### src/rtl/core/wsfd_pkg.sv
// Shared types for the WebSocket frame deframer: result kinds and the
// result record passed from the decoder to the output buffer. No dependencies.
package wsfd_pkg;

  typedef enum logic [1:0] {
    KIND_DATA     = 2'd0,
    KIND_EMPTY    = 2'd1,
    KIND_BAD_OP   = 2'd2,
    KIND_TOO_LONG = 2'd3
  } kind_t;

  typedef struct packed {
    kind_t       kind;
    logic [7:0]  payload_byte;
    logic        last_of_frame;
  } result_t;

  localparam logic [3:0] OP_TEXT        = 4'h1;
  localparam logic [7:0] MASK_BIT       = 8'h80;
  localparam logic [7:0] OPCODE_MASK    = 8'h0f;
  localparam logic [7:0] LEN7_MASK      = 8'h7f;
  localparam logic [6:0] LEN7_EXT16     = 7'd126;
  localparam logic [6:0] LEN7_EXT64     = 7'd127;
  localparam logic [15:0] MAX_LEN_RESET = 16'd128;

  localparam logic [1:0] FORM_LEN7  = 2'd0;
  localparam logic [1:0] FORM_LEN16 = 2'd1;
  localparam logic [1:0] FORM_LEN64 = 2'd2;

endpackage

### src/rtl/core/wsfd_decoder.sv
// Header decoder and payload unmasking for the WebSocket frame deframer.
// Holds all frame state and the size limit register. Depends on wsfd_pkg.
module wsfd_decoder
  import wsfd_pkg::*;
(
  input  logic        clk,
  input  logic        rst,
  input  logic        cfg_write,
  input  logic [15:0] cfg_data,
  input  logic        accept,
  input  logic [7:0]  data_byte,
  output logic        res_valid,
  output result_t     res
);

  logic [15:0] max_frame_len;
  logic [3:0]  header_index, header_index_next;
  logic [3:0]  frame_kind, frame_kind_next;
  logic        mask_present, mask_present_next;
  logic [1:0]  length_form, length_form_next;
  logic [63:0] frame_length, frame_length_next;
  logic [31:0] mask_key, mask_key_next;
  logic [15:0] payload_count, payload_count_next;
  logic        link_closed, link_closed_next;

  logic [3:0]  total_cur;
  logic [3:0]  total_sel;
  logic        check;
  logic [16:0] limit_rem;
  logic        too_long;
  logic [7:0]  key_byte;
  logic [16:0] count_inc;
  logic [6:0]  len7;

  function automatic logic [3:0] header_total(input logic [1:0] form, input logic mask);
    logic [3:0] ext;
    case (form)
      FORM_LEN16: ext = 4'd2;
      FORM_LEN64: ext = 4'd8;
      default:    ext = 4'd0;
    endcase
    header_total = 4'd2 + ext + (mask ? 4'd4 : 4'd0);
  endfunction

  assign total_cur = header_total(length_form, mask_present);
  assign len7      = data_byte[6:0] & LEN7_MASK[6:0];
  assign count_inc = {1'b0, payload_count} + 17'd1;

  always_comb begin
    case (payload_count[1:0])
      2'd0:    key_byte = mask_key[31:24];
      2'd1:    key_byte = mask_key[23:16];
      2'd2:    key_byte = mask_key[15:8];
      default: key_byte = mask_key[7:0];
    endcase
  end

  // Size check uses the header size of the frame and the length as updated
  // by the byte just taken. The remaining room must not go negative.
  assign limit_rem = {1'b0, max_frame_len} - {13'd0, total_sel};
  assign too_long  = limit_rem[16] || (|frame_length_next[63:16]) ||
                     (frame_length_next[15:0] > limit_rem[15:0]);

  always_comb begin
    header_index_next  = header_index;
    frame_kind_next    = frame_kind;
    mask_present_next  = mask_present;
    length_form_next   = length_form;
    frame_length_next  = frame_length;
    mask_key_next      = mask_key;
    payload_count_next = payload_count;
    link_closed_next   = link_closed;
    total_sel          = total_cur;
    check              = 1'b0;
    res_valid          = 1'b0;
    res                = '{kind: KIND_DATA, payload_byte: 8'd0, last_of_frame: 1'b0};

    if (accept && !link_closed) begin
      if (header_index == 4'd0) begin
        frame_kind_next    = data_byte[3:0] & OPCODE_MASK[3:0];
        mask_present_next  = 1'b0;
        length_form_next   = FORM_LEN7;
        frame_length_next  = 64'd0;
        mask_key_next      = 32'd0;
        payload_count_next = 16'd0;
        header_index_next  = 4'd1;
      end else if (header_index == 4'd1) begin
        mask_present_next = (data_byte & MASK_BIT) != 8'd0;
        if (len7 == LEN7_EXT16) begin
          length_form_next = FORM_LEN16;
        end else if (len7 == LEN7_EXT64) begin
          length_form_next = FORM_LEN64;
        end else begin
          frame_length_next = {57'd0, len7};
        end
        header_index_next = 4'd2;
        total_sel = header_total(length_form_next, mask_present_next);
        check     = (total_sel == 4'd2);
      end else if (header_index < total_cur) begin
        if (header_index < (total_cur - (mask_present ? 4'd4 : 4'd0))) begin
          frame_length_next = {frame_length[55:0], data_byte};
        end else begin
          mask_key_next = {mask_key[23:0], data_byte};
        end
        header_index_next = header_index + 4'd1;
        check = (header_index_next == total_cur);
      end else begin
        payload_count_next = count_inc[15:0];
        res_valid          = 1'b1;
        res.kind           = KIND_DATA;
        res.payload_byte   = data_byte ^ key_byte;
        // An accepted frame's length fits in 16 bits, so 17 bits compare exactly.
        res.last_of_frame  = count_inc >= {1'b0, frame_length[15:0]};
        if (res.last_of_frame) begin
          header_index_next = 4'd0;
        end
      end

      if (check) begin
        if (too_long) begin
          link_closed_next = 1'b1;
          res_valid        = 1'b1;
          res.kind         = KIND_TOO_LONG;
        end else if (frame_kind != OP_TEXT) begin
          link_closed_next = 1'b1;
          res_valid        = 1'b1;
          res.kind         = KIND_BAD_OP;
        end else if (frame_length_next == 64'd0) begin
          header_index_next = 4'd0;
          res_valid         = 1'b1;
          res.kind          = KIND_EMPTY;
          res.last_of_frame = 1'b1;
        end
      end
    end
  end

  always_ff @(posedge clk) begin
    if (rst) begin
      max_frame_len <= MAX_LEN_RESET;
      header_index  <= 4'd0;
      frame_kind    <= 4'd0;
      mask_present  <= 1'b0;
      length_form   <= FORM_LEN7;
      frame_length  <= 64'd0;
      mask_key      <= 32'd0;
      payload_count <= 16'd0;
      link_closed   <= 1'b0;
    end else begin
      if (cfg_write) begin
        max_frame_len <= cfg_data;
      end
      header_index  <= header_index_next;
      frame_kind    <= frame_kind_next;
      mask_present  <= mask_present_next;
      length_form   <= length_form_next;
      frame_length  <= frame_length_next;
      mask_key      <= mask_key_next;
      payload_count <= payload_count_next;
      link_closed   <= link_closed_next;
    end
  end

endmodule

### src/rtl/core/wsfd_out_buffer.sv
// Two-entry output buffer (result register plus skid entry) for the
// WebSocket frame deframer. Depends on wsfd_pkg.
module wsfd_out_buffer
  import wsfd_pkg::*;
(
  input  logic    clk,
  input  logic    rst,
  input  logic    push,
  input  result_t push_data,
  output logic    full,
  output logic    out_valid,
  input  logic    out_stall,
  output result_t out_data
);

  logic    main_valid;
  logic    skid_valid;
  result_t main_data;
  result_t skid_data;
  logic    out_fire;

  assign out_fire  = main_valid && !out_stall;
  assign out_valid = main_valid;
  assign out_data  = main_data;
  assign full      = skid_valid;

  always_ff @(posedge clk) begin
    if (rst) begin
      main_valid <= 1'b0;
      skid_valid <= 1'b0;
    end else if (push) begin
      // The upstream side only pushes while the skid entry is free.
      if (!main_valid || out_fire) begin
        main_valid <= 1'b1;
      end else begin
        skid_valid <= 1'b1;
      end
    end else if (out_fire) begin
      main_valid <= skid_valid;
      skid_valid <= 1'b0;
    end
  end

  always_ff @(posedge clk) begin
    if (push) begin
      if (!main_valid || out_fire) begin
        main_data <= push_data;
      end else begin
        skid_data <= push_data;
      end
    end else if (out_fire && skid_valid) begin
      main_data <= skid_data;
    end
  end

`ifndef SYNTHESIS
  a_skid_needs_main: assert property (@(posedge clk) disable iff (rst)
    skid_valid |-> main_valid)
    else $error("skid entry holds a result while the output register is empty");

  a_skid_fill_cause: assert property (@(posedge clk) disable iff (rst)
    $rose(skid_valid) |-> $past(main_valid && out_stall && push))
    else $error("skid entry filled without a stalled output");

  a_held_when_stalled: assert property (@(posedge clk) disable iff (rst)
    (main_valid && out_stall) |=> main_valid)
    else $error("stalled result dropped");

  a_no_push_when_full: assert property (@(posedge clk) disable iff (rst)
    (skid_valid && push) |-> 1'b0)
    else $error("result pushed into a full buffer");
`endif

endmodule

### src/rtl/core/websocket_frame_deframer_unit.sv
// WebSocket frame deframer: decodes RFC 6455 frame headers from a byte
// stream and emits unmasked text payload bytes. The result of an accepted
// byte is registered in the output buffer's result register, or in its skid
// entry while the output stalls; one byte is accepted per cycle while the
// skid entry is free. Reset (rst, synchronous, active high) opens the link,
// clears frame state and loads a frame size limit of 128 bytes.
module websocket_frame_deframer_unit
  import wsfd_pkg::*;
(
  input  logic        clk,
  input  logic        rst,
  // Frame size limit register.
  input  logic        cfg_write,
  input  logic [15:0] cfg_data,
  // Received byte beats.
  input  logic        in_valid,
  output logic        in_stall,
  input  logic [7:0]  data_byte,
  // Result beats.
  output logic        out_valid,
  input  logic        out_stall,
  output logic [1:0]  kind,
  output logic [7:0]  payload_byte,
  output logic        last_of_frame
);

  logic    accept;
  logic    res_valid;
  result_t res;
  result_t out_data;
  logic    buf_full;

  // A beat is taken whenever the skid entry of the output buffer is free.
  // Once the output stalls, header bytes keep flowing, and the input stops
  // only after one more result has been parked in the skid entry.
  assign in_stall = buf_full;
  assign accept   = in_valid && !in_stall;

  // While the link is open, the decoder updates the frame state on every
  // accepted beat and forms at most one result: a payload byte, an empty-frame
  // marker, or an error that closes the link until reset.
  wsfd_decoder u_decoder (
    .clk       (clk),
    .rst       (rst),
    .cfg_write (cfg_write),
    .cfg_data  (cfg_data),
    .accept    (accept),
    .data_byte (data_byte),
    .res_valid (res_valid),
    .res       (res)
  );

  // The result register and its skid entry decouple the two channels.
  wsfd_out_buffer u_out_buffer (
    .clk       (clk),
    .rst       (rst),
    .push      (res_valid),
    .push_data (res),
    .full      (buf_full),
    .out_valid (out_valid),
    .out_stall (out_stall),
    .out_data  (out_data)
  );

  assign kind          = out_data.kind;
  assign payload_byte  = out_data.payload_byte;
  assign last_of_frame = out_data.last_of_frame;

endmodule

### config.mk
export PLATFORM = sky130hd
export DESIGN_NAME = websocket_frame_deframer_unit
export DESIGN_NICKNAME = d
export VERILOG_FILES = /design/src/rtl/core/wsfd_pkg.sv /design/src/rtl/core/wsfd_decoder.sv /design/src/rtl/core/wsfd_out_buffer.sv /design/src/rtl/core/websocket_frame_deframer_unit.sv
export SDC_FILE = /design/constraint.sdc
export NUM_CORES = 1
export LEC_CHECK = 0
export BUFFER_PORTS_ARGS = -buffer_cell sky130_fd_sc_hd__buf_4
export CORE_MARGIN = 1
export CORE_UTILIZATION = 35
export CTS_BUF_LIST = sky130_fd_sc_hd__clkbuf_8
export DETAILED_ROUTE_END_ITERATION = 12
export PLACE_DENSITY = 0.47
export RECOVER_POWER = 100
export SYNTH_ARGS = -nofsm -noshare
export SYNTH_HDL_FRONTEND = slang
export SYNTH_SLANG_ARGS = --single-unit
### constraint.sdc
create_clock -name clk -period 8.8 [get_ports clk]
set_input_delay 1.32 -clock clk [delete_from_list [all_inputs] [get_ports clk]]
set_output_delay 1.32 -clock clk [all_outputs]
set_load 0.05 [all_outputs]
==> results.txt <==
Post-layout worst setup margin -> 1720 ps
First drt pass iteration count -> 5
Simple-gate share of the synthesized area -> 21.25%
Post-synth ARST share -> 0%
Required time worst endpoint -> 8890 ps
Post-cts sizing count -> 0
Final setup vio count -> 0
Post-synthesis xor/xnor area fraction -> 4.472%
Worst setup EP type -> flip-flop
Clock Path Buffers -> 2
CP arrival -> 7170 ps
CP Buf/Inv Count -> 1
Top cells by area, synth -> dfxtp_1 33%, edfxtp_1 7.7%, ha_1 7.1%
Cell total after placement -> 1312
Antenna cells -> 0
Mux cell area share after synthesis -> 2.439%
Crit-path cells -> nor2b_1 -> ha_1 -> xor2_1 -> ha_1 -> a211oi_1 -> nand2_1 -> o21ai_0 -> nand3_1 -> buf_4 -> a22o_1 -> ha_1 -> nand4_1 -> nor2_1 -> nand4_1 -> a21o_1 -> a31oi_1 -> nor2b_4 -> a21o_1 -> a32oi_1
Register area share after synthesis -> 40.65%
Syn Area/Cell -> 8.558 sq um
Synth Cell Area -> 8618 sq um
DP HPWL -> 16.22 mm
CP max-delay cell -> a32oi_1
Fmax -> 0.1412 GHz
Complex-gate fraction of the synthesized area -> 19.80%
I/O Pins -> 42
Max VDD drop -> 0.00009598 V
Kind of critical path -> flip-flop to flip-flop
Top cell type's share of synthesized area -> 32.98%
CP Max Fanout -> 53
Layout Cells excl Fill -> 1344
Synthesis-stage register bit count -> 164
GRT Util Overall -> 18.96%
Initial antenna violation count -> 0
Rows -> 57
Syn Inst Count -> 1007
Reg clk slew, reported paths -> 110 ps
Slew of the pin with the lowest slew margin -> 3517 ps
Clock Latency Late Sink -> 480 ps
Chip width -> 158.9 um
Fillcell total -> 2545
Min Tclk post-route -> 7080 ps
# DRC -> 0
Final wirelength -> 23.73 mm
Outcome -> finished with violations
Wirelength per Cell -> 17.66 um
Layout cells sized above 1 -> 7.549%
Combinational family with the most area after synthesis -> simple AND/OR/NAND/NOR gates
Number of buffers created by CTS -> 17
Hold Buf Count CTS -> 0
Die Y -> 158.9 um
Place WS -> 1449 ps
Avg Vias per Cell -> 5.449
Vias in the first global route -> 6841
Most common cell after layout, fill and taps aside -> dfxtp_1
CTS tree -> done
WHS -> 460.9 ps
Most frequent cells in the layout -> 142 x dfxtp_1, 129 x nor2_1, 92 x nand2_1, 68 x a21oi_1, 55 x nand3_1
Rel. slew slack -> -134.5%
Crit path largest cell delay -> 970 ps
Synth area leader -> dfxtp_1
CORE AREA -> 24250 sq um
Clock Skew -> 20.77 ps
Post-CTS Setup Bufs -> 0
First-pass GRT wire length -> 38.42 mm
Detailed-route via count -> 7323
Final hold violations -> 0
DRT iter0 DRCs -> 626
Prevailing post-synth register cell -> dfxtp_1
Final #Nets -> 1085
Most frequent cell on the critical path -> ha_1
H-tree depth -> 4
Setup TNS Final -> 0 ps
Max-cap violation count -> 2
Hold Crit Class -> flip-flop to flip-flop
IO Port Bufs -> 41
Failing checks -> max-capacitance violations, max-slew violations
Startpoint types -> flip-flop
Synth Net Count -> 1085
Post-Synth Adder-Cell Area -> 7.114%
Period utilization -> 80.45%
Antenna Nets Post-Route -> 0
Placer congestion estimate -> 0.8324
Final Core Density -> 39.11%
Die area -> 25260 sq um
Gr ovfl total -> 0
Starting density of the core -> 35.54%
Area growth syn-to-layout -> 10.03%
Pwr Density -> 166.5 nW/um^2
Final Max Slew Viols -> 128
CTS root buf -> clkbuf_8
Clock sinks -> 164
Largest net degree at the start of global routing -> 77
Lkg Pwr -> 0.003550 uW
RSZ-0062 raised after global routing -> no
Syn. warnings -> 0
Cell family with most CP delay -> compound AO/OA/AOI/OAI gates
Cell variety after synth -> 68
Post-synth EDFFs -> 22
-- synth_stat cells (2+ instances only) --
library cell and number:
a211oi_1 4, a21o_1 11, a21oi_1 68, a21oi_2 2
a222oi_1 8, a22o_1 13, a22oi_1 53, a31o_1 10
a31oi_1 7, and2_1 18, and3_1 7, buf_1 3
buf_2 9, clkbuf_1 52, dfxtp_1 142, edfxtp_1 22
ha_1 49, inv_1 26, mux2i_1 21, nand2_1 92
nand2b_1 3, nand3_1 55, nand3b_1 2, nand4_1 12
nor2_1 129, nor2b_1 8, nor3_1 19, nor3_2 3
nor3b_1 2, nor4_1 17, nor4b_1 2, o211ai_1 3
o21a_1 9, o21ai_0 32, o21ai_1 5, o22ai_1 4
o31ai_1 3, or2_1 4, or3_1 3, or4_1 5
xnor2_1 26, xor2_1 18
-- worst register-to-register path: cells and delay by family, from the launching register on --
family	cells	cell delay, ps
and+or+nand+nor	7	1520
AOI/OAI and AO/OA	7	3170
DFF	1	430
adders and majority gates	3	900
xor gates and xnor gates	1	300
buffers and inverters	1	370
-- state kept, by name, summed over array words and instances (netlist names) --
name	flops
u_decoder.mask_key	32
u_decoder.max_frame_len	16
u_out_buffer.full	1
u_out_buffer.out_valid	1
u_decoder.frame_kind	4
u_decoder.header_index	4
u_decoder.link_closed	1
u_out_buffer.skid_data	11
u_out_buffer.out_data	11
u_decoder.mask_present	1
u_decoder.payload_count	16
u_decoder.length_form	2
u_decoder.frame_length	64
-- per-stage QoR --
step	power [uW]	cell area, sq um
finish	1579	9483
global route	1652	9483
CTS	1606	9564
detailed placement	1001	9128
global placement	1002	9128
floorplan	940.5	8618
-- per-layer routing --
layer  routed length [um]  up-vias  share of wire [%]  GRT usage, %
li1                     -     3645                  -             -
met1                11980     3511                 50         27.55
met3                  782       27                3.3         2.926
met5                    0        -                  0             0
met2                10640      140                 45         28.83
met4                  340        0                1.4         5.594
-- where the power goes --
part	internal, uW	leakage (uW)	total [uW]	switching [uW]
Combinational	66.0	0.00200	199	133
Sequential	769	0.00133	781	12.1
Clock	247	0.000218	599	351
Total	1080	0.00355	1580	497
-- worst paths after layout --
kind,start,endpoint,cells after the start,slack [ps]
worst max-delay path,u_decoder.length_form[0],u_out_buffer.out_data[0],19,1720
worst min-delay path,u_decoder.mask_key[27],u_decoder.mask_key[27],2,460
worst max register to register,u_decoder.length_form[0],u_out_buffer.out_data[0],19,1720
worst min register to register,u_decoder.mask_key[27],u_decoder.mask_key[27],2,460
-- cells by family after synthesis --
group           count (synthesis)
simple gates                  387
flops                         164
xor+xnor                       44
buf+inv                        92
mux                            21
fa+ha+maj                      49
compound gates                250
-- cell type report --
type / instances / area (sq um) / share of cell area, %
clock buffers: 17 / 234.0 / 2.467
clock inverters: 15 / 202.7 / 2.137
inverters: 26 / 97.59 / 1.029
multi-input cells: 751 / 4743 / 50.02
flip-flops and latches: 164 / 3503 / 36.94
well taps: 324 / 405.4 / 4.275
repair buffers: 47 / 296.5 / 3.127
Power figures use the tool's default switching activity.
